[config.mk]
export PLATFORM = sky130hd
export DESIGN_NAME = bspl_fifo
export DESIGN_NICKNAME = d
export VERILOG_FILES = /design/src/rtl/core/bspl_pkg.sv /design/src/rtl/core/bspl_fifo.sv
export SDC_FILE = /design/constraint.sdc
export NUM_CORES = 1
export LEC_CHECK = 0
export ABC_AREA = 1
export BUFFER_PORTS_ARGS = -buffer_cell sky130_fd_sc_hd__buf_2
export CAP_MARGIN = 0
export CORE_MARGIN = 3
export CORE_UTILIZATION = 30
export CTS_BUF_LIST = sky130_fd_sc_hd__clkbuf_2 sky130_fd_sc_hd__clkbuf_4 sky130_fd_sc_hd__clkbuf_8
export CTS_CLUSTER_DIAMETER = 100
export CTS_CLUSTER_SIZE = 40
export DETAILED_ROUTE_END_ITERATION = 7
export SETUP_SLACK_MARGIN = 0.05
export SYNTH_ARGS = -nofsm -noshare
export SYNTH_HDL_FRONTEND = slang
export SYNTH_SLANG_ARGS = --single-unit
[constraint.sdc]
create_clock -name clk -period 5.88 [get_ports clk]
set_input_delay 0 -clock clk [delete_from_list [all_inputs] [get_ports clk]]
set_output_delay 0 -clock clk [all_outputs]
set_load 0.01 [all_outputs]
[src/rtl/core/bspl_pkg.sv]
// ----------------------------------------------------------------------------
// bspl_pkg
// Shared types, codes and helpers for the BSP point-to-sector lookup.
// ----------------------------------------------------------------------------
package bspl_pkg;

  // Operation codes of an input word
  localparam logic [2:0] OP_QUERY = 3'd0;
  localparam logic [2:0] OP_NODE  = 3'd1;
  localparam logic [2:0] OP_SSEC  = 3'd2;
  localparam logic [2:0] OP_SEG   = 3'd3;
  localparam logic [2:0] OP_LINE  = 3'd4;
  localparam logic [2:0] OP_SIDE  = 3'd5;

  // Configuration register indexes
  localparam logic [2:0] CFG_NODE_CNT = 3'd0;
  localparam logic [2:0] CFG_SSEC_CNT = 3'd1;
  localparam logic [2:0] CFG_SEG_CNT  = 3'd2;
  localparam logic [2:0] CFG_LINE_CNT = 3'd3;
  localparam logic [2:0] CFG_SIDE_CNT = 3'd4;
  localparam logic [2:0] CFG_SEC_CNT  = 3'd5;

  // Result status codes
  localparam logic [3:0] STAT_OK    = 4'd0;
  localparam logic [3:0] STAT_NODE  = 4'd1;
  localparam logic [3:0] STAT_SSEC  = 4'd2;
  localparam logic [3:0] STAT_SEG   = 4'd3;
  localparam logic [3:0] STAT_LINE  = 4'd4;
  localparam logic [3:0] STAT_SIDEV = 4'd5;
  localparam logic [3:0] STAT_FRONT = 4'd6;
  localparam logic [3:0] STAT_BACK  = 4'd7;
  localparam logic [3:0] STAT_SEC   = 4'd8;
  localparam logic [3:0] STAT_WALK  = 4'd9;

  // Default sizes
  localparam int NODE_ENTRIES_D      = 4096;
  localparam int SUBSECTOR_ENTRIES_D = 4096;
  localparam int SEGMENT_ENTRIES_D   = 8192;
  localparam int LINEDEF_ENTRIES_D   = 4096;
  localparam int SIDEDEF_ENTRIES_D   = 8192;
  localparam int MAX_WALK_D          = 64;

  localparam logic [15:0] LEAF_MASK = 16'h7fff;

  // Kind of work handed from front to back
  typedef enum logic [2:0] {
    K_QUERY,
    K_NODE,
    K_SSEC,
    K_SEG,
    K_LINE,
    K_SIDE
  } kind_t;

  typedef struct packed {
    kind_t              kind;
    logic [15:0]        idx;
    logic signed [31:0] cx;
    logic signed [31:0] cy;
    logic signed [31:0] dx;
    logic signed [31:0] dy;
    logic [15:0]        la;
    logic [15:0]        lb;
  } work_t;

  typedef struct packed {
    logic [12:0] node_cnt;
    logic [12:0] ssec_cnt;
    logic [13:0] seg_cnt;
    logic [12:0] line_cnt;
    logic [13:0] side_cnt;
    logic [15:0] sec_cnt;
  } cfg_t;

  // Back state machine
  typedef enum logic [3:0] {
    ST_IDLE,
    ST_WALK,
    ST_NWAIT,
    ST_MUL1,
    ST_MUL2,
    ST_CMP,
    ST_SS,
    ST_SEG,
    ST_LINE,
    ST_SIDE,
    ST_SEC,
    ST_DONE
  } st_t;

  // Index is valid when below both its count and the table depth
  function automatic logic in_rng(input logic [15:0] idx, input logic [15:0] cnt,
                                  input int depth);
    logic [16:0] d;
    d = 17'(depth);
    return ({1'b0, idx} < {1'b0, cnt}) && ({1'b0, idx} < d);
  endfunction

  function automatic int addr_w(input int depth);
    return (depth > 1) ? $clog2(depth) : 1;
  endfunction

endpackage

[src/rtl/core/bspl_fifo.sv]
// ----------------------------------------------------------------------------
// bspl_fifo
// Two-entry queue of work words between the front and the back.
// ----------------------------------------------------------------------------
module bspl_fifo (
  input  logic            clk,
  input  logic            rst_n,
  input  logic            push,
  input  bspl_pkg::work_t push_word,
  output logic            full,
  input  logic            pop,
  output logic            q_valid,
  output bspl_pkg::work_t head
);
  import bspl_pkg::*;

  work_t       slot_r [2];
  logic        wp_r, wp_nxt, rp_r, rp_nxt;
  logic [1:0]  cnt_r, cnt_nxt;

  assign full    = (cnt_r == 2'd2);
  assign q_valid = (cnt_r != 2'd0);
  assign head    = slot_r[rp_r];

  always_comb begin
    wp_nxt  = wp_r ^ push;
    rp_nxt  = rp_r ^ pop;
    cnt_nxt = cnt_r + {1'b0, push} - {1'b0, pop};
  end

  always_ff @(posedge clk) begin
    if (!rst_n) begin
      wp_r  <= 1'b0;
      rp_r  <= 1'b0;
      cnt_r <= 2'd0;
    end else begin
      wp_r  <= wp_nxt;
      rp_r  <= rp_nxt;
      cnt_r <= cnt_nxt;
    end
  end

  always_ff @(posedge clk) begin
    if (push) begin
      slot_r[wp_r] <= push_word;
    end
  end

endmodule

Word level (Yosys, flattened, before mapping) --
Memory sizes are Yosys's and may differ from the RTL's. A register that Yosys moved wholly into a read port is not among the register bits. Cells that the tools add are included.
Operators by class: bitwise gates (word level) 2, equal/unequal tests 1, reductions and logical operators 1, multiplexer cells 3, add/subtract/negate cells 2
Operator list (count):
- 2-to-1 mux 1 bit | 3
- adder 2 x 1 -> 2 bit | 1
- == test 2 bit (second input constant) | 1
- nonzero test 2 bit | 1
- subtractor 2 x 1 -> 2 bit | 1
- bitwise XOR 1 bit | 2
Word-level totals: word-level logic and storage cells 13, bits in writable memories 358, register bits after elaboration 4, bits of input ports 183, memories 1
Memories:
- slot_r | depth 2, width 179, rd ports 1, clocked after Yosys merged registers in 1, wr ports 1, RTL line bspl_fifo.sv:17 | work_t slot_r [2];

Depth between registers and ports, before layout --
Gate-level depths: netlist of run 1.
depth after elaboration 2, depth in mapped cells 9

Least setup slack after synthesis of run 1 --
OpenSTA, ideal clock, no wires.
kind register to register, from register wp_r, to memory slot_r[0][0] (netlist name), enable pin, stages on the path, launching flop included 3, setup slack 0.829 ns, library setup time 0.562 ns, required time 5.318 ns, period minus slack after synthesis 5.051 ns, arrival 4.489 ns, buffers on the path 0, path through dfxtp_1 > inv_1 > ha_1
RTL lines:
- start: declaration | RTL line bspl_fifo.sv:18 | logic wp_r, wp_nxt, rp_r, rp_nxt;
- start signal: assignment | RTL line bspl_fifo.sv:37 | wp_r <= wp_nxt;
- end: declaration | RTL line bspl_fifo.sv:17
No word-level cell before the write port.

==> results.sh, run 1 <==
export IMPL_dpl_hpwl_um=18900
export IMPL_path_max_fanout=90
export IMPL_dpl_cell_count=1527
export IMPL_rows=77
export IMPL_design_area_mm2=0.0182
export IMPL_ys_ff_latch=363
export IMPL_timing_hold_ws_ps=112
export IMPL_clk_pin_slew_ps=200
export IMPL_synth_compound_area_share=0.000369
export IMPL_ant_nets=0
export IMPL_synth_mux_area_frac=0.176
export IMPL_antenna_found_initial=1
export IMPL_endpoint_kind="output port"
export IMPL_startpoint_type="flop"
export IMPL_min_period_ps=2770
export IMPL_ir_drop_mv=0.234
export IMPL_cts_made_buffers=14
export IMPL_first_iter_violations=430
export IMPL_status="completed"
export IMPL_finalMaxSlewViolations=0
export IMPL_dieArea_mm2=0.0478
export IMPL_coreArea_mm2=0.0444
export IMPL_post_cts_buffers=0
export IMPL_synth_top_area_cell="edfxtp_1"
export IMPL_grt_pass1_wl_um=43500
export IMPL_crit_required_ps=5880
export IMPL_final_nets=1321
export IMPL_synth_area_leaders="edfxtp_1 79%, mux2_4 11%, mux2_2 6.6%, buf_6 1.2%, dfxtp_1 0.74%"
export IMPL_powerDensity_mw_per_mm2=270
export IMPL_wl_met2_um=14400
export IMPL_cp_arrival_ps=2770
export IMPL_p_leak_nw=6.94
export IMPL_worst_clock_skew_ps=35.9
export IMPL_total_power_mw=4.92
export IMPL_relSlewSlack=0.368
export IMPL_wirelength_um=29100
export IMPL_synth_adder_area_share=0.00369
export IMPL_maxCapViolCount=0
export IMPL_clockRootBuffer="clkbuf_8"
export IMPL_netlist_top_cells_count="358 x edfxtp_1, 100 x mux2_4, 79 x mux2_2, 14 x buf_6, 7 x inv_1"
export IMPL_synth_most_common_cell="edfxtp_1"
export IMPL_m1WireLength_um=12000
export IMPL_ys_flop_type="edfxtp_1"
export IMPL_die_x_um=219
export IMPL_synthSimpleGateAreaFrac=0.00314
export IMPL_synth_top_area_frac=0.793
export IMPL_cts_htree_levels=1
export IMPL_synth_xor_area_frac=0.000646
export IMPL_grt_max_degree=95
export IMPL_top_layer="met4"
export IMPL_wl_per_cell_um=16.8
export IMPL_max_freq_mhz=362
export IMPL_initial_utilization=0.305
export IMPL_gp_congestion=0.754
export IMPL_grt_pass1_vias=7786
export IMPL_tritoncts="done"
export IMPL_drcViolationCount=0
export IMPL_area_growth_pct=34.3
export IMPL_setup_worst_path_class="reg2out"
export IMPL_min_period_over_period=0.470
export IMPL_synthesis_area_mm2=0.0136
export IMPL_ys_seq_area_frac=0.800
export IMPL_synth_cell_types=13
export IMPL_tightest_slew_ps=949
export IMPL_synth_top_family_by_area="multiplexers"
export IMPL_hold_class="in2reg"
export IMPL_rsz0062_at_grt="false"
export IMPL_ys_warn_count=0
export IMPL_setup_viol=0
export IMPL_vias=7268
export IMPL_synth_edf_count=358
export IMPL_drive_gt1_frac=0.503
export IMPL_synthCells=586
export IMPL_grt_overflow=0
export IMPL_first_pass_iters=4
export IMPL_synth_avg_cell_area_um2=23.1
export IMPL_layout_cells_non_filler=1735
export IMPL_clock_sinks=363
export IMPL_die_y_um=219
export IMPL_synth_nets=773
export IMPL_cts_buffer_depth=3
export IMPL_async_flop_share=0
export IMPL_io_pins=364
export IMPL_avgViaCountPerCell=4.19
export IMPL_clkLatencyLatePin_ps=600
export IMPL_placed_cell_area_mm2=0.0160
export IMPL_numPortBuffers=363
export IMPL_hold_violations=0
export IMPL_finalSetupTns_ps=0
export IMPL_grt_usage=0.115
export IMPL_wl_met3_um=2170
critical path, cell delays in order (launching register included):
cell     delay, ps
dfxtp_4        810
buf_12         470
mux2_2         440
buf_2          150
final timing paths:
kind	startpoint	endpoint	slack (ps)	cells after the start
setup / recovery	flop	head[44]	3110	3
hold / removal	push_word[38]	slot_r[1][38]$_DFFE_PP_	110	2
setup reg to reg	wp_r$_SDFF_PN0_	slot_r[0][176]$_DFFE_PP_	3820	3
hold reg to reg	rp_r$_SDFF_PN0_	rp_r$_SDFF_PN0_	550	2
registers in the layout (all words and copies together), names as in the netlist, named ones only:
signal  flops
wp_r        1
slot_r    358
cnt_r       2
rp_r        1
metrics by stage:
stage	utilization	setup WS, ps
CTS	0.410	3040
global route	0.410	2960
detailed placement	0.361	3760
global placement	0.361	3780
floorplan	-	829
finish	0.410	3110
timing repair:
item / in CTS / in global routing
gates resized for setup: 0 / 0
hold buffers: 183 / 0
endpoints found under the hold margin: 363 / 0
kinds of logic after synthesis:
family	count (synthesis)
AO/OA/AOI/OAI	1
XOR/XNOR	1
adder cells (fa/ha/maj)	4
buffers and inverters	27
flip-flops	363
multiplexers	179
AND/OR/NAND/NOR	11
report_power, final:
part	internal, mW	switching (mW)
clock	0.322	0.754
sequential	3.02	0.0514
combinational	0.410	0.359
layout make-up:
class	instances	area (um2)
inverters	7	26.3
well taps	592	741
flip-flops and latches	363	10900
fillers	4014	26200
diodes	1	2.50
multi-input cells	196	2520
clock inverters	8	120
repair buffers	552	3730
clock buffers	16	214
layer usage:
metal  vias to the layer above  global-route usage
met5                         -                   0
met1                      3608               0.144
met4                         0              0.0296
met3                        27              0.0291
li1                       3391                   -
met2                       242               0.200
cell usage in the layout, fill, tap and decap left out:
master	n
buf_2	363
edfxtp_1	358
dlygate4sd3_1	183
mux2_4	100
mux2_2	79
clkbuf_8	15
inv_1	7
nand2_1	5
nor2_1	5
dfxtp_1	4
buf_12	3
buf_4	3
ha_1	2
ha_4	2
clkinv_8	2
diode_2	1
xnor2_1	1
a21oi_1	1
nand3_1	1
dfxtp_4	1
bufinv_16	1
inv_6	1
clkbuf_4	1
clkinv_4	1
inv_16	1
clkinv_1	1
inv_12	1
Power figures use the tool's default switching activity.
==> run 2, diff against run 1 <==
Clock period 5.88 ns to 2.4 ns, I/O delays scaled along.
==> run 2 against run 1 <==
Hold slack worse by 10 ps; routed wire length is 2.3% lower; combinational power grew to 2.6 times the previous value; final area is 1.1% higher; sequential share of layout area is 0.65 points lower; global-route usage is 0.19 points lower; sequential power is 140% higher; setup slack worse by 2900 ps.
==> results.sh, run 2 (synthesized netlist as in run 1, its figures left out) <==
export IMPL_max_freq_mhz=468
export IMPL_hold_violations=0
export IMPL_fillers=4004
export IMPL_numPortBuffers=363
export IMPL_grt_usage=0.113
export IMPL_grt_pass1_wl_um=43100
export IMPL_timing_hold_ws_ps=101
export IMPL_first_iter_violations=361
export IMPL_min_period_over_period=0.890
export IMPL_cts_buffer_depth=3
export IMPL_hold_class="in2reg"
export IMPL_r2r_start="cnt_r[0]$_SDFF_PN0_"
export IMPL_die_x_um=219
export IMPL_clk_pin_slew_ps=200
export IMPL_first_pass_iters=4
export IMPL_startpoint_type="flop"
export IMPL_rsz0062_at_grt="false"
export IMPL_hp_start="push_word[5]"
export IMPL_clkLatencyLatePin_ps=600
export IMPL_io_pins=364
export IMPL_p_comb_frac=0.166
export IMPL_reg2reg_depth=9
export IMPL_p_leak_nw=7.04
export IMPL_grt_overflow=0
export IMPL_fin_ws_ps=263
export IMPL_crit_slowest_cell="dfxtp_4"
export IMPL_tritoncts="done"
export IMPL_path_cells="buf_12, mux2_2, buf_2"
export IMPL_layout_commonest_cell="buf_2"
export IMPL_r2r_end="cnt_r[1]$_SDFF_PN0_"
export IMPL_power_share_clock=0.208
export IMPL_hold_path_end="slot_r[1][5]$_DFFE_PP_"
export IMPL_setup_worst_path_class="reg2out"
export IMPL_ant_nets=0
export IMPL_max_flop_register="slot_r"
export IMPL_intPower_mw=9.12
export IMPL_initial_utilization=0.305
export IMPL_avgViaCountPerCell=4.15
export IMPL_endpoint_kind="output port"
export IMPL_top_regs="slot_r: 358 flops, cnt_r: 2 flops"
export IMPL_path_delay_family="buffers and inverters"
export IMPL_antenna_found_initial=2
export IMPL_cts_htree_levels=1
export IMPL_drive_gt1_frac=0.509
export IMPL_switching_share=0.238
export IMPL_power_switching_mw=2.84
export IMPL_clock_sinks=363
export IMPL_dpl_hpwl_um=18800
export IMPL_maxCapViolCount=0
export IMPL_relSlewSlack=0.649
export IMPL_post_cts_buffers=0
export IMPL_die_y_um=219
export IMPL_critPathBufInv=2
export IMPL_worst_path_stages=3
export IMPL_r2r_slack_ps=560
export IMPL_wl_per_cell_um=16.2
export IMPL_pwr_share_seq=0.625
export IMPL_vias=7268
export IMPL_clockRootBuffer="clkbuf_8"
export IMPL_largest_reg_flops=358
export IMPL_setup_viol=0
export IMPL_ir_drop_mv=0.603
export IMPL_gp_congestion=0.736
export IMPL_register_area_mm2=0.0109
export IMPL_crit_required_ps=2400
export IMPL_finalMaxSlewViolations=0
export IMPL_drcViolationCount=0
export IMPL_cts_made_buffers=14
export IMPL_worst_clock_skew_ps=17.0
export IMPL_cts_resized=0
export IMPL_powerDensity_mw_per_mm2=649
export IMPL_cp_arrival_ps=2140
export IMPL_design_area_mm2=0.0184
export IMPL_crit_path_max_incr_delay_ps=520
export IMPL_final_nets=1337
export IMPL_grt_max_degree=69
export IMPL_coreArea_mm2=0.0444
export IMPL_placed_cell_area_mm2=0.0163
export IMPL_path_max_fanout=63
export IMPL_grt_pass1_vias=7836
export IMPL_min_period_ps=2140
export IMPL_multi_input_area_mm2=0.00252
export IMPL_min_path_cells=2
export IMPL_tightest_slew_ps=526
export IMPL_dp_slack_ps=776
export IMPL_layout_common_cells="363 x buf_2, 358 x edfxtp_1, 184 x dlygate4sd3_1"
export IMPL_final_util=0.415
export IMPL_dieArea_mm2=0.0478
export IMPL_status="completed"
export IMPL_area_growth_pct=35.8
export IMPL_wirelength_um=28400
export IMPL_finalSetupTns_ps=0
export IMPL_rows=77
run 2: cell types whose count changed in the layout (fill, tap and decap cells not counted), sizes merged:
cell / change
buf: +15
bufinv: -1
clkbuf: -1
clkinv: -1
diode: +1
dlygate4sd3: +1
inv: +1
run 2: through the flow:
| step | instances | power (mW) |
|---|---|---|
| 5_1_grt | 1750 | 12.5 |
| 2_1_floorplan | 586 | 8.64 |
| 4_1_cts | 1748 | 12.2 |
| 3_5_place_dp | 1542 | 9.40 |
| 6_report | 1750 | 12.0 |
| 3_3_place_gp | 1542 | 9.36 |
run 2: worst max-delay path by stage:
stage | startpoint | endpoint
global route | flop | head[170]
CTS | flop | head[173]
detailed placement | wp_r$_SDFF_PN0_ | slot_r[0][30]$_DFFE_PP_
finish | flop | head[170]
global placement | wp_r$_SDFF_PN0_ | slot_r[0][39]$_DFFE_PP_
floorplan | wp_r$_SDFF_PN0_ | slot_r[0][0]$_DFFE_PP_
run 2: power groups by stage:
| stage | logic [mW] | registers, mW | clock network, mW |
|---|---|---|---|
| 2_1_floorplan | 1.03 | 7.61 | 0 |
| 3_3_place_gp | 1.75 | 7.61 | 0 |
| 3_5_place_dp | 1.77 | 7.63 | 0 |
| 4_1_cts | 2.02 | 7.48 | 2.66 |
| 5_1_grt | 2.15 | 7.52 | 2.85 |
| 6_report | 1.99 | 7.48 | 2.49 |
run 2: repair_timing:
item / 4_1_cts / 5_1_grt
setup endpoints to repair: 0 / 0
hold buffers: 184 / 0
endpoints found under the hold margin: 376 / 0
run 2: layout make-up:
class	instances	share of cell area
Multi-Input combinational cell	196	0.137
Antenna cell	2	0.000272
Inverter	7	0.00143
Sequential cell	363	0.589
Tap cell	592	0.0402
Timing Repair Buffer	568	0.215
Clock buffer	15	0.0112
Clock inverter	7	0.00496
run 2: routing by layer:
metal	wire (um)	up-vias	GRT usage
met5	0	-	0
met4	527	0	0.0252
met3	2240	25	0.0339
met2	14200	238	0.200
met1	11500	3577	0.137
li1	-	3428	-
==> run 3, diff against run 2 <==
Settings changed: CORE_UTILIZATION 30 to 49, PLACE_DENSITY from default to 0.78.
==> run 3 against run 2 <==
Routed wire length rose by 4.8%; die area shrank 38%; combinational power about the same; cell count fell by 13%.
==> results.sh, run 3 (synthesized netlist as in run 1, its figures left out) <==
export IMPL_dpl_hpwl_um=18500
export IMPL_status="completed"
export IMPL_post_cts_buffers=0
export IMPL_area_growth_pct=32.4
export IMPL_hold_violations=0
export IMPL_cts_buffer_depth=3
export IMPL_setup_viol=0
export IMPL_tightest_slew_ps=490
export IMPL_r2r_end="cnt_r[0]$_SDFF_PN0_"
export IMPL_power_share_clock=0.203
export IMPL_numPortBuffers=363
export IMPL_r2r_slack_ps=700
export IMPL_hold_class="in2reg"
export IMPL_layout_common_cells="363 x buf_2, 358 x edfxtp_1, 183 x dlygate4sd3_1"
export IMPL_min_path_cells=2
export IMPL_antenna_found_initial=1
export IMPL_crit_required_ps=2400
export IMPL_tritoncts="done"
export IMPL_max_flop_register="slot_r"
export IMPL_drive_gt1_frac=0.504
export IMPL_wirelength_um=29800
export IMPL_finalMaxSlewViolations=0
export IMPL_top_regs="slot_r: 358 flops, cnt_r: 2 flops"
export IMPL_path_max_fanout=55
export IMPL_max_freq_mhz=478
export IMPL_cts_resized=0
export IMPL_rsz0062_at_grt="false"
export IMPL_avgViaCountPerCell=4.91
export IMPL_worst_clock_skew_ps=22.7
export IMPL_setup_worst_path_class="reg2out"
export IMPL_grt_pass1_vias=8068
export IMPL_min_period_over_period=0.872
export IMPL_initial_utilization=0.500
export IMPL_wl_per_cell_um=19.7
export IMPL_relSlewSlack=0.673
export IMPL_coreArea_mm2=0.0271
export IMPL_final_nets=1326
export IMPL_clkLatencyLatePin_ps=580
export IMPL_p_leak_nw=6.95
export IMPL_power_switching_mw=2.78
export IMPL_clk_pin_slew_ps=210
export IMPL_maxCapViolCount=0
export IMPL_ir_drop_mv=0.736
export IMPL_pwr_share_seq=0.632
export IMPL_grt_overflow=0
export IMPL_powerDensity_mw_per_mm2=661
export IMPL_switching_share=0.234
export IMPL_grt_max_degree=84
export IMPL_grt_usage=0.190
export IMPL_cp_arrival_ps=2090
export IMPL_r2r_start="cnt_r[0]$_SDFF_PN0_"
export IMPL_clockRootBuffer="clkbuf_8"
export IMPL_ant_nets=0
export IMPL_startpoint_type="flop"
export IMPL_rows=60
export IMPL_gp_congestion=0.738
export IMPL_die_x_um=172
export IMPL_hold_path_end="slot_r[0][28]$_DFFE_PP_"
export IMPL_die_y_um=172
export IMPL_endpoint_kind="output port"
export IMPL_layout_commonest_cell="buf_2"
export IMPL_cts_htree_levels=1
export IMPL_grt_pass1_wl_um=43800
export IMPL_intPower_mw=9.08
export IMPL_layout_cells_non_filler=1516
export IMPL_largest_reg_flops=358
export IMPL_vias=7449
export IMPL_p_comb_frac=0.165
export IMPL_drcViolationCount=0
export IMPL_finalSetupTns_ps=0
export IMPL_min_period_ps=2090
export IMPL_reg2reg_depth=7
export IMPL_hp_start="push_word[28]"
export IMPL_dieArea_mm2=0.0297
export IMPL_cts_made_buffers=13
export IMPL_first_pass_iters=4
export IMPL_clock_sinks=363
export IMPL_first_iter_violations=522
export IMPL_dpl_cell_count=1313
export IMPL_timing_hold_ws_ps=128
export IMPL_io_pins=364
-- run 3: cell types whose count changed in the layout (fill, tap and decap cells not counted), sizes merged --
cell	previous run	this run
buf	384	375
inv	11	9
bufinv	0	1
clkbuf	15	14
clkinv	3	2
diode	2	1
dlygate4sd3	184	183
-- run 3: worst max path at each step --
stage                    start                        to  slack (ps)  cells after the start
6_report                  flop                  head[36]         310                      3
5_1_grt                   flop                  head[29]         210                      3
4_1_cts                   flop                  head[36]         270                      3
3_5_place_dp   wp_r$_SDFF_PN0_  slot_r[0][116]$_DFFE_PP_         870                      3
3_3_place_gp   wp_r$_SDFF_PN0_  slot_r[0][120]$_DFFE_PP_         870                      3
2_1_floorplan  wp_r$_SDFF_PN0_    slot_r[0][0]$_DFFE_PP_         260                      2
-- run 3: per-stage QoR --
step	power [mW]	utilization	instance area [um2]	worst slack (ps)
6_report	11.9	0.663	18000	308
5_1_grt	12.3	0.663	18000	207
4_1_cts	11.9	0.662	18000	268
3_5_place_dp	9.35	0.585	15900	872
3_3_place_gp	9.29	0.585	15900	869
2_1_floorplan	8.64	-	13600	256
-- run 3: timing repair --
| item | in CTS | in global routing |
|---|---|---|
| hold buffers | 183 | 0 |
| endpoints found under the setup margin | 0 | 0 |
| endpoints found under the hold margin | 380 | 0 |
-- run 3: layout make-up --
type | instances | area, um2
Sequential cell | 363 | 10900
Clock inverter | 5 | 71.3
Antenna cell | 1 | 2.50
Multi-Input combinational cell | 196 | 2520
Inverter | 7 | 26.3
Fill cell | 1743 | 9150
Clock buffer | 14 | 186
Tap cell | 372 | 465
Timing Repair Buffer | 558 | 3830
-- run 3: worst max-delay path, cell delays in order (launching register included) --
cell and delay (ps):
dfxtp_4 540, buf_12 390, mux2_2 400, buf_2 140
-- run 3: power groups by stage --
stage	sequential (mW)	clock [mW]	combinational, mW
after floorplan	7.61	0	1.03
after global placement	7.61	0	1.68
after detailed placement	7.64	0	1.71
after CTS	7.49	2.50	1.96
after global routing	7.53	2.70	2.09
final	7.50	2.41	1.96
-- run 3: per-layer routing --
layer,global-route usage,wire length [um],vias to the layer above
li1,-,-,3399
met1,0.219,11100,3680
met2,0.347,15500,322
met3,0.0528,2370,48
met4,0.0545,759,0
met5,0,0,-
